### src/rtl/core/lmfb_pkg.sv
// shared constants and command codes of the led matrix frame buffer
`default_nettype none

package lmfb_pkg;

  localparam int unsigned DefDisplays = 4;
  localparam int unsigned Rows        = 8;

  localparam int unsigned KindW = 3;
  localparam int unsigned DispW = 2;
  localparam int unsigned RowW  = 3;
  localparam int unsigned ByteW = 8;
  localparam int unsigned PatW  = 64;

  localparam logic [KindW-1:0] KIND_CLEAR    = 3'd0;
  localparam logic [KindW-1:0] KIND_SET_ROW  = 3'd1;
  localparam logic [KindW-1:0] KIND_LOAD     = 3'd2;
  localparam logic [KindW-1:0] KIND_ROT_UP   = 3'd3;
  localparam logic [KindW-1:0] KIND_ROT_DOWN = 3'd4;
  localparam logic [KindW-1:0] KIND_REFRESH  = 3'd5;

  localparam logic [RowW-1:0] LAST_ROW = 3'd7;

endpackage

`default_nettype wire

### src/rtl/core/lmfb_ram.sv
// generic simple dual-port ram, one write port, one registered read port
`default_nettype none

module lmfb_ram #(
  parameter int unsigned Width = 8,
  parameter int unsigned Depth = 32,
  localparam int unsigned AddrW = (Depth > 1) ? $clog2(Depth) : 1
) (
  input  wire logic             clk_i,
  input  wire logic             we_i,
  input  wire logic [AddrW-1:0] waddr_i,
  input  wire logic [Width-1:0] wdata_i,
  input  wire logic             re_i,
  input  wire logic [AddrW-1:0] raddr_i,
  output logic      [Width-1:0] rdata_o
);

  logic [Width-1:0] mem_q [Depth];
  logic [Width-1:0] rdata_q;

  always_ff @(posedge clk_i) begin
    if (we_i) begin
      mem_q[waddr_i] <= wdata_i;
    end
    if (re_i) begin
      rdata_q <= mem_q[raddr_i];
    end
  end

  assign rdata_o = rdata_q;

endmodule

`default_nettype wire

### src/rtl/core/led_matrix_frame_buffer_unit.sv
// top level of the led matrix frame buffer: command sequencer around the row store
//
// Frame store of 8 row bytes for each of DISPLAYS chained 8x8 matrices, all zero after
// reset; each input word is one command. Clear and set row complete in the accept cycle.
// Load pattern writes one row per cycle after the accept cycle. A rotate fetches the
// carry bit of each row, then reads each display's entry and writes it back shifted in
// the next cycle. A refresh reads each row into the output register, holding while the
// output stalls. Both use the single row memory. Unused command codes are dropped. A
// new command is taken while the last refresh row still waits at the output.
`default_nettype none

module led_matrix_frame_buffer_unit #(
  parameter int unsigned DISPLAYS = lmfb_pkg::DefDisplays
) (
  input  wire logic                       clk_i,
  input  wire logic                       rst_ni,
  input  wire logic                       in_valid_i,
  output logic                            in_stall_o,
  input  wire logic [lmfb_pkg::KindW-1:0] kind_i,
  input  wire logic [lmfb_pkg::DispW-1:0] display_index_i,
  input  wire logic [lmfb_pkg::RowW-1:0]  row_index_i,
  input  wire logic [lmfb_pkg::ByteW-1:0] row_byte_i,
  input  wire logic [lmfb_pkg::PatW-1:0]  pattern_i,
  output logic                            out_valid_o,
  input  wire logic                       out_stall_i,
  output logic      [lmfb_pkg::DispW-1:0] out_display_o,
  output logic      [lmfb_pkg::RowW-1:0]  out_row_o,
  output logic      [lmfb_pkg::ByteW-1:0] out_bits_o,
  output logic                            last_o
);

  import lmfb_pkg::*;

  localparam int unsigned Depth = DISPLAYS * Rows;
  localparam int unsigned AW    = $clog2(Depth);
  localparam int unsigned DW    = (DISPLAYS > 1) ? $clog2(DISPLAYS) : 1;
  localparam logic [DW-1:0] LastDisp = DW'(DISPLAYS - 1);

  localparam logic [2:0] S_IDLE = 3'd0;
  localparam logic [2:0] S_LOAD = 3'd1;
  localparam logic [2:0] S_RCAR = 3'd2;
  localparam logic [2:0] S_RCAP = 3'd3;
  localparam logic [2:0] S_RRD  = 3'd4;
  localparam logic [2:0] S_RWR  = 3'd5;
  localparam logic [2:0] S_FRD  = 3'd6;
  localparam logic [2:0] S_FWR  = 3'd7;

  logic [2:0]       state_q, state_d;
  logic [DW-1:0]    disp_q, disp_d;
  logic [RowW-1:0]  row_q, row_d;
  logic [PatW-1:0]  pat_q, pat_d;
  logic             up_q, up_d;
  logic             carry_q, carry_d;
  logic [Depth-1:0] vld_q, vld_d;
  logic             rd_vld_q, rd_vld_d;

  logic             out_vld_q, out_vld_d;
  logic [DispW-1:0] out_disp_q, out_disp_d;
  logic [RowW-1:0]  out_row_q, out_row_d;
  logic [ByteW-1:0] out_bits_q, out_bits_d;
  logic             out_last_q, out_last_d;

  logic             ram_we, ram_re;
  logic [AW-1:0]    ram_waddr, ram_raddr;
  logic [ByteW-1:0] ram_wdata, ram_rdata, rd;

  logic          in_acc;
  logic          disp_ok;
  logic [DW-1:0] dsel;
  logic [DW-1:0] csrc;
  logic [DW-1:0] rot_end;

  assign in_stall_o = (state_q != S_IDLE);
  assign in_acc     = in_valid_i && !in_stall_o;
  assign disp_ok    = int'(display_index_i) < DISPLAYS;
  assign dsel       = DW'(display_index_i);
  assign csrc       = up_q ? LastDisp : '0;
  assign rot_end    = up_q ? LastDisp : '0;

  // entries never written since reset or clear read as zero
  assign rd = rd_vld_q ? ram_rdata : '0;

  always_comb begin
    state_d    = state_q;
    disp_d     = disp_q;
    row_d      = row_q;
    pat_d      = pat_q;
    up_d       = up_q;
    carry_d    = carry_q;
    vld_d      = vld_q;
    rd_vld_d   = rd_vld_q;
    out_vld_d  = out_vld_q && out_stall_i;
    out_disp_d = out_disp_q;
    out_row_d  = out_row_q;
    out_bits_d = out_bits_q;
    out_last_d = out_last_q;
    ram_we     = 1'b0;
    ram_waddr  = '0;
    ram_wdata  = '0;
    ram_re     = 1'b0;
    ram_raddr  = '0;

    unique case (state_q)
      S_IDLE: begin
        if (in_acc) begin
          unique case (kind_i) inside
            KIND_CLEAR: begin
              if (disp_ok) begin
                for (int r = 0; r < Rows; r++) begin
                  vld_d[AW'({dsel, RowW'(r)})] = 1'b0;
                end
              end
            end
            KIND_SET_ROW: begin
              if (disp_ok) begin
                ram_we    = 1'b1;
                ram_waddr = AW'({dsel, row_index_i});
                ram_wdata = row_byte_i;
                vld_d[AW'({dsel, row_index_i})] = 1'b1;
              end
            end
            KIND_LOAD: begin
              if (disp_ok) begin
                pat_d   = pattern_i;
                disp_d  = dsel;
                row_d   = '0;
                state_d = S_LOAD;
              end
            end
            KIND_ROT_UP, KIND_ROT_DOWN: begin
              up_d    = (kind_i == KIND_ROT_UP);
              row_d   = '0;
              state_d = S_RCAR;
            end
            KIND_REFRESH: begin
              disp_d  = '0;
              row_d   = '0;
              state_d = S_FRD;
            end
            default: begin
            end
          endcase
        end
      end
      S_LOAD: begin
        // low byte of the glyph goes to the bottom row
        ram_we    = 1'b1;
        ram_waddr = AW'({disp_q, ~row_q});
        ram_wdata = pat_q[ByteW-1:0];
        vld_d[AW'({disp_q, ~row_q})] = 1'b1;
        pat_d     = pat_q >> ByteW;
        row_d     = row_q + RowW'(1);
        if (row_q == LAST_ROW) begin
          state_d = S_IDLE;
        end
      end
      S_RCAR: begin
        // fetch the bit that wraps around the row word
        ram_re    = 1'b1;
        ram_raddr = AW'({csrc, row_q});
        rd_vld_d  = vld_q[AW'({csrc, row_q})];
        state_d   = S_RCAP;
      end
      S_RCAP: begin
        carry_d = up_q ? rd[ByteW-1] : rd[0];
        disp_d  = up_q ? '0 : LastDisp;
        state_d = S_RRD;
      end
      S_RRD: begin
        ram_re    = 1'b1;
        ram_raddr = AW'({disp_q, row_q});
        rd_vld_d  = vld_q[AW'({disp_q, row_q})];
        state_d   = S_RWR;
      end
      S_RWR: begin
        ram_we    = 1'b1;
        ram_waddr = AW'({disp_q, row_q});
        ram_wdata = up_q ? {rd[ByteW-2:0], carry_q} : {carry_q, rd[ByteW-1:1]};
        vld_d[AW'({disp_q, row_q})] = 1'b1;
        carry_d   = up_q ? rd[ByteW-1] : rd[0];
        if (disp_q == rot_end) begin
          if (row_q == LAST_ROW) begin
            state_d = S_IDLE;
          end else begin
            row_d   = row_q + RowW'(1);
            state_d = S_RCAR;
          end
        end else begin
          disp_d  = up_q ? disp_q + DW'(1) : disp_q - DW'(1);
          state_d = S_RRD;
        end
      end
      S_FRD: begin
        // the output register is free by the time the read data lands
        if (!out_vld_q || !out_stall_i) begin
          ram_re    = 1'b1;
          ram_raddr = AW'({disp_q, row_q});
          rd_vld_d  = vld_q[AW'({disp_q, row_q})];
          state_d   = S_FWR;
        end
      end
      S_FWR: begin
        out_vld_d  = 1'b1;
        out_disp_d = DispW'(disp_q);
        out_row_d  = row_q;
        out_bits_d = rd;
        out_last_d = (disp_q == LastDisp) && (row_q == LAST_ROW);
        row_d      = row_q + RowW'(1);
        if (row_q == LAST_ROW) begin
          disp_d = disp_q + DW'(1);
        end
        if ((disp_q == LastDisp) && (row_q == LAST_ROW)) begin
          state_d = S_IDLE;
        end else begin
          state_d = S_FRD;
        end
      end
      default: begin
        state_d = S_IDLE;
      end
    endcase
  end

  always_ff @(posedge clk_i or negedge rst_ni) begin
    if (!rst_ni) begin
      state_q   <= S_IDLE;
      disp_q    <= '0;
      row_q     <= '0;
      up_q      <= 1'b0;
      carry_q   <= 1'b0;
      vld_q     <= '0;
      rd_vld_q  <= 1'b0;
      out_vld_q <= 1'b0;
    end else begin
      state_q   <= state_d;
      disp_q    <= disp_d;
      row_q     <= row_d;
      up_q      <= up_d;
      carry_q   <= carry_d;
      vld_q     <= vld_d;
      rd_vld_q  <= rd_vld_d;
      out_vld_q <= out_vld_d;
    end
  end

  always_ff @(posedge clk_i) begin
    pat_q      <= pat_d;
    out_disp_q <= out_disp_d;
    out_row_q  <= out_row_d;
    out_bits_q <= out_bits_d;
    out_last_q <= out_last_d;
  end

  lmfb_ram #(
    .Width(ByteW),
    .Depth(Depth)
  ) u_store (
    .clk_i  (clk_i),
    .we_i   (ram_we),
    .waddr_i(ram_waddr),
    .wdata_i(ram_wdata),
    .re_i   (ram_re),
    .raddr_i(ram_raddr),
    .rdata_o(ram_rdata)
  );

  assign out_valid_o   = out_vld_q;
  assign out_display_o = out_disp_q;
  assign out_row_o     = out_row_q;
  assign out_bits_o    = out_bits_q;
  assign last_o        = out_last_q;

endmodule

`default_nettype wire

### config.mk
export PLATFORM = sky130hd
export DESIGN_NAME = led_matrix_frame_buffer_unit
export DESIGN_NICKNAME = d
export VERILOG_FILES = /design/src/rtl/core/lmfb_pkg.sv /design/src/rtl/core/lmfb_ram.sv /design/src/rtl/core/led_matrix_frame_buffer_unit.sv
export SDC_FILE = /design/constraint.sdc
export NUM_CORES = 1
export LEC_CHECK = 0
export BUFFER_PORTS_ARGS = -buffer_cell sky130_fd_sc_hd__buf_2
export CORE_MARGIN = 5
export CORE_UTILIZATION = 44
export DETAILED_ROUTE_END_ITERATION = 16
export HOLD_SLACK_MARGIN = 0.08
export SETUP_SLACK_MARGIN = 0.05
export SLEW_MARGIN = 10
export SYNTH_ARGS = -nofsm -noshare
export SYNTH_HDL_FRONTEND = slang
export SYNTH_HIERARCHICAL = 1
export SYNTH_SLANG_ARGS = --single-unit
### constraint.sdc
create_clock -name clk_i -period 12.9 [get_ports clk_i]
set_clock_uncertainty 0.05 [all_clocks]
set_input_delay 2.58 -clock clk_i [delete_from_list [all_inputs] [get_ports clk_i]]
set_output_delay 2.58 -clock clk_i [all_outputs]
set_load 0.1 [all_outputs]
Yosys cells after proc, flatten, opt, wreduce, memory -nomap -nowiden
Memories as Yosys holds them, arrays and structs flattened. A register that Yosys moved wholly into a read port is not among the register bits. Index checks and enable logic that the tools add are counted.

$add $sub $neg: 3. Order comparisons: 23. Equal/unequal tests: 27. Mux-type cells: 74. Bitwise gates (word level): 20. Reductions and logical operators: 39.

Operator list (count): 32-bit AND (8); 64-bit 2-to-1 mux (2); 64-bit case mux with 2 select lines (1); 32-bit bitwise OR (3); 32-bit case mux with 3 select lines (1); 5-bit by 6-bit less-than comparator with 1-bit output, second input constant (12); 32-bit case mux with 2 select lines (1); 5-bit by 1-bit >= comparator with 1-bit output, second input constant (11); 32-bit 2-to-1 mux (1); 8-bit 2-to-1 mux (4); 25-bit inverter with 32-bit output (1); 26-bit inverter with 32-bit output (1); 27-bit inverter with 32-bit output (1); 28-bit inverter with 32-bit output (1); 29-bit inverter with 32-bit output (1); 30-bit inverter with 32-bit output (1); 31-bit inverter with 32-bit output (1); 32-bit inverter (1); 5-bit case mux with 3 select lines (2); 3-bit 2-to-1 mux (9); 3-bit case mux with 8 select lines (1); 8-bit case mux with 3 select lines (1); 3-bit equality test, second input constant (7); 1-bit 2-to-1 mux (21); other kinds (34) (93).

Register bits after elaboration: 122. RAM bits: 256. Bits of input ports: 84. Output and inout port bits: 16. Word-level logic and storage cells: 200. Memories: 1.

Memories: u_store.mem_q (words 32, width 8, read ports 1, clocked after Yosys merged registers in 1, wr ports 1, line lmfb_ram.sv:18) `logic [Width-1:0] mem_q [Depth];`.

Logic depth before layout (Yosys ltp)
Word-level depth: 16. Mapped depth: 10. Mapped depth without buffers: 8.

Hierarchy
Netlist, hierarchy kept.

Modules (own cells, without submodules): lmfb_ram (times used 1, cells an instance 417, area each 10133.5 um2, sequential area each 7927.6 um2); led_matrix_frame_buffer_unit (times used 1, cells an instance 573, area each 6562.5 um2, sequential area each 3443.3 um2).

Worst setup path after synthesis
OpenSTA, ideal clock, no wires.

Kind: in2reg. Start point: input kind_i[1] (netlist name). End point: register pat_q[0], enable pin. Library setup time: 0.486 ns. Arrival time: 5.837 ns. Data required time: 12.364 ns. Path slack: 6.526 ns. Stages: 4. Buffers on the path: 1. Cells stage by stage: buf_2 nor3b_1 a21oi_1 nor2_1.

Word-level cells in the longest chain between the ends: 3.

RTL lines: start: declaration (line led_matrix_frame_buffer_unit.sv:19) `input wire logic [lmfb_pkg::KindW-1:0] kind_i,`; 3-bit by 2-bit equality test with 1-bit output (no source line); 2-bit inequality test (no source line); 3-bit AND reduction (no source line); end signal: assignment (line led_matrix_frame_buffer_unit.sv:247) `pat_q <= pat_d;`; end: declaration (line led_matrix_frame_buffer_unit.sv:51) `logic [PatW-1:0] pat_q, pat_d;`.

Every way passes these cells. A chain may end at the register's enable or synchronous reset.

Worst setup path in the final report
Start point: input out_stall_i. End point: register u_store.rdata_q[3] (netlist: u_store/rdata_o[3]), read port of u_store.mem_q, data pin.

Word-level cells in the longest chain between the ends: 4. Elaborated cells between the ends (all ways): 6. Those cells by class: 4 x mux; 2 x reduce/logical.

RTL lines: start: declaration (line led_matrix_frame_buffer_unit.sv:25) `input wire logic out_stall_i,`; 1-bit zero test (line led_matrix_frame_buffer_unit.sv:195) `if (!out_vld_q || !out_stall_i) begin`; 1-bit logical OR (line led_matrix_frame_buffer_unit.sv:195); 1-bit 2-to-1 mux (line led_matrix_frame_buffer_unit.sv:195); 1-bit case mux with 2 select lines (line led_matrix_frame_buffer_unit.sv:103) `unique case (state_q)`; named net ram_re (line led_matrix_frame_buffer_unit.sv:63) `logic ram_we, ram_re;`; end: declaration (line lmfb_ram.sv:19) `logic [Width-1:0] rdata_q;`.

The timed path passes the listed nets, and every way through them passes these cells.

==> reports/qor.yml <==
clock_tree:
  root_buffer: "clkbuf_16"
  ctsResizeCount: 0
  htreeDepth: 2
  cts_hold_buffers: 0
  cts_made_buffers: 42
  cts.sinks: 386
  cts_setup_buffers: 0
  clk_pin_slew_worst_paths_ns: 0.06
  insertion_delay_ns: 0.56
  cts_tree: "done"
  cts_buffer_depth: 3
critical_path:
  reg2reg_slack_ns: 8.03
  crit_path_start_kind: "primary input"
  crit_start: "out_stall_i"
  reg2reg_from: "state_q[1]"
  critPathMostFrequentCell: "mux4_2"
  worstPathCellList: "buf_2 > nand4_1 > and3_1 > and2_4 > buf_4 > mux4_2 > mux4_2 > mux2_2"
  critPathKind: "in -> reg"
  worstSetupEndpointType: "flip-flop"
  max_stage_delay_ns: 0.72
  reg2regPathDepth: 7
  cp_slowest_cell: "buf_4"
  crit_end: "u_store/rdata_o[3]"
  reg2reg_to: "u_store/rdata_o[3]"
  path_max_fanout: 39
  arrival_ns: 6.30
  crit_required_ns: 13.15
power:
  ir_drop_mv: 0.0922
  powerDensity_nw_per_um2: 210
  leakagePower_uw: 0.00641
grt:
  track_usage: 0.185
  first_global_vias: 9357
  grt_start_max_net_pins: 65
  antenna_found_initial: 0
  grt-ovfl-total: 0
  grt_pass1_wl_um: 58100
outcome:
  outcome: "completed"
timing:
  min_period_over_period: 0.469
  fin_crit_ns: 6.05
  final-max-slew-violation-count: 0
  worst_pin_slew_ns: 1.21
  rsz0062_at_grt: "no"
  report.final.hold_viol_count: 0
  finalSetupViolations: 0
  relSlewSlack: 0.191
  max_freq_ghz: 0.165
  tns_ns: 0
yosys:
  ys_top_cells_by_area: "edfxtp_1 62%, mux4_2 12%, dfrtp_1 6.6%"
  synth_edf_count: 342
  seq_area_frac_synth: 0.681
  synth_flop_cell: "edfxtp_1"
  synth_top_area_share: 0.615
  yosysMostFrequentCell: "edfxtp_1"
  ys_types: 52
  yosysWarnings: 6
  synth_area_per_cell_sq_um: 16.9
  syn_area_sq_um: 16700
  ys_ff_latch: 386
  yosys.area.top_type: "edfxtp_1"
  synthCells: 990
  yosys-top-cells-count: "342 x edfxtp_1, 88 x mux4_2, 68 x nand2_1"
  synth-async-reset-ratio: 0.114
  synth_fp_nets: 1085
detailed_routing:
  ant_nets: 0
  drt_iter0_drc: 913
  finalWirelength_um: 38300
  vias: 9225
  dr.pass1.iters: 5
  via_per_inst: 5.62
  drcViolationCount: 0
  detail_route.wl_per_cell_um: 23.3
place:
  placedCellCount: 1563
  dp_hpwl_um: 24200
  post_dp_cell_area_sq_um: 17800
  numPortBuffers: 99
  gp_congestion: 0.852
die:
  rows: 71
  die_area_sq_um: 41900
  fp.dieW_um: 205
  die_y_um: 205
  num_io_pins: 100
  start_util: 0.444
  fp.coreArea_sq_um: 37600
min_path:
  hold_class: "reg -> reg"
  hold_start: "vld_q[20]"
flow_run:
  max_cap_viol_count: 0
cells_and_area:
  area_growth_pct: 14.9
  drive_gt1_frac: 0.324
  fin_area_sq_um: 19200
  fin_cells: 1642
  fin_nets: 1191
  n_fill_cell: 3065
## registers in the layout, indices dropped and copies added, names as in the netlist, 2 cells and up
register	count
out_row_o	3
pat_q	64
u_store/rdata_o	8
u_store/mem_q	256
out_display_o	2
row_q	3
state_q	3
disp_q	2
vld_q	32
out_bits_o	8
## how the worst min path moves through the flow
stage	cells after the start	end	slack, ns
2_1_floorplan	0	out_row_o[2]	0.40
6_report	1	vld_q[20]	0.43
5_1_grt	1	vld_q[20]	0.45
3_3_place_gp	1	vld_q[13]	0.42
4_1_cts	1	vld_q[20]	0.44
3_5_place_dp	1	vld_q[5]	0.42
## metrics by stage
stage	utilization	hold slack, ns	setup WS (ns)	power, uW
detailed placement	0.473	0.424	6.28	2870
finish	0.510	0.435	6.85	4040
global route	0.510	0.452	6.61	4240
floorplan	-	0.398	6.53	2560
CTS	0.510	0.439	6.87	4070
global placement	0.473	0.417	6.34	2850
## area by class of cell
| type | instances | area, sq um | share of cell area |
|---|---|---|---|
| diodes | 1 | 2.50 | 0.000130 |
| clock buffers | 45 | 1060 | 0.0554 |
| clock inverters | 33 | 310 | 0.0162 |
| inverters | 15 | 56.3 | 0.00294 |
| multi-input cells | 529 | 5070 | 0.264 |
| flip-flops and latches | 386 | 11400 | 0.593 |
| well taps | 511 | 639 | 0.0333 |
| repair buffers | 122 | 668 | 0.0348 |
## report_power, final
| group | internal, uW | switching, uW |
|---|---|---|
| Sequential | 1710 | 83.8 |
| Combinational | 401 | 653 |
| Clock | 700 | 490 |
## logic make-up (layout without fill, tap and decap cells)
kind of cell             Yosys count  in the layout  synth area share
flip-flops                       386            386             0.681
AND/OR/NAND/NOR                  203            203            0.0612
multiplexers                     172            172             0.174
AO/OA/AOI/OAI                    137            137            0.0524
buffers and inverters             75            215            0.0199
adder cells (fa/ha/maj)           11             11           0.00824
XOR/XNOR                           6              6           0.00315
other                              0              1                 0
## metal layers
layer | wire length (um) | up-vias | global-route usage | part of all wire
met5 | 0 | - | 0 | 0
met4 | 955 | 0 | 0.0593 | 0.025
met3 | 2260 | 66 | 0.0298 | 0.059
met2 | 18800 | 290 | 0.297 | 0.49
met1 | 16300 | 4734 | 0.261 | 0.42
li1 | - | 4135 | - | -
## critical path, delay by kind of cell
family / cells / cell delay (ns)
buf+inv: 2 / 0.83
mux: 3 / 1.38
simple gates: 3 / 1.46
## layout by cell type (no fill, tap or decap), types with 9 or more instances in the layout
cell type  instances
clkinv_1          13
o2bb2ai_1         17
edfxtp_1         342
clkinv_2           9
nand3_1           11
clkbuf_16         42
and2_1            11
nor2b_1           13
buf_2             99
nor2_1            51
mux4_2            88
inv_1             13
dfrtp_1           44
buf_4             23
nand2_1           68
o21ai_0           38
mux2_2            66
ha_1              11
nand3b_1          14
a21oi_1           33
mux2i_1           18
a22o_1            16
(Power assumes the default switching activity.)
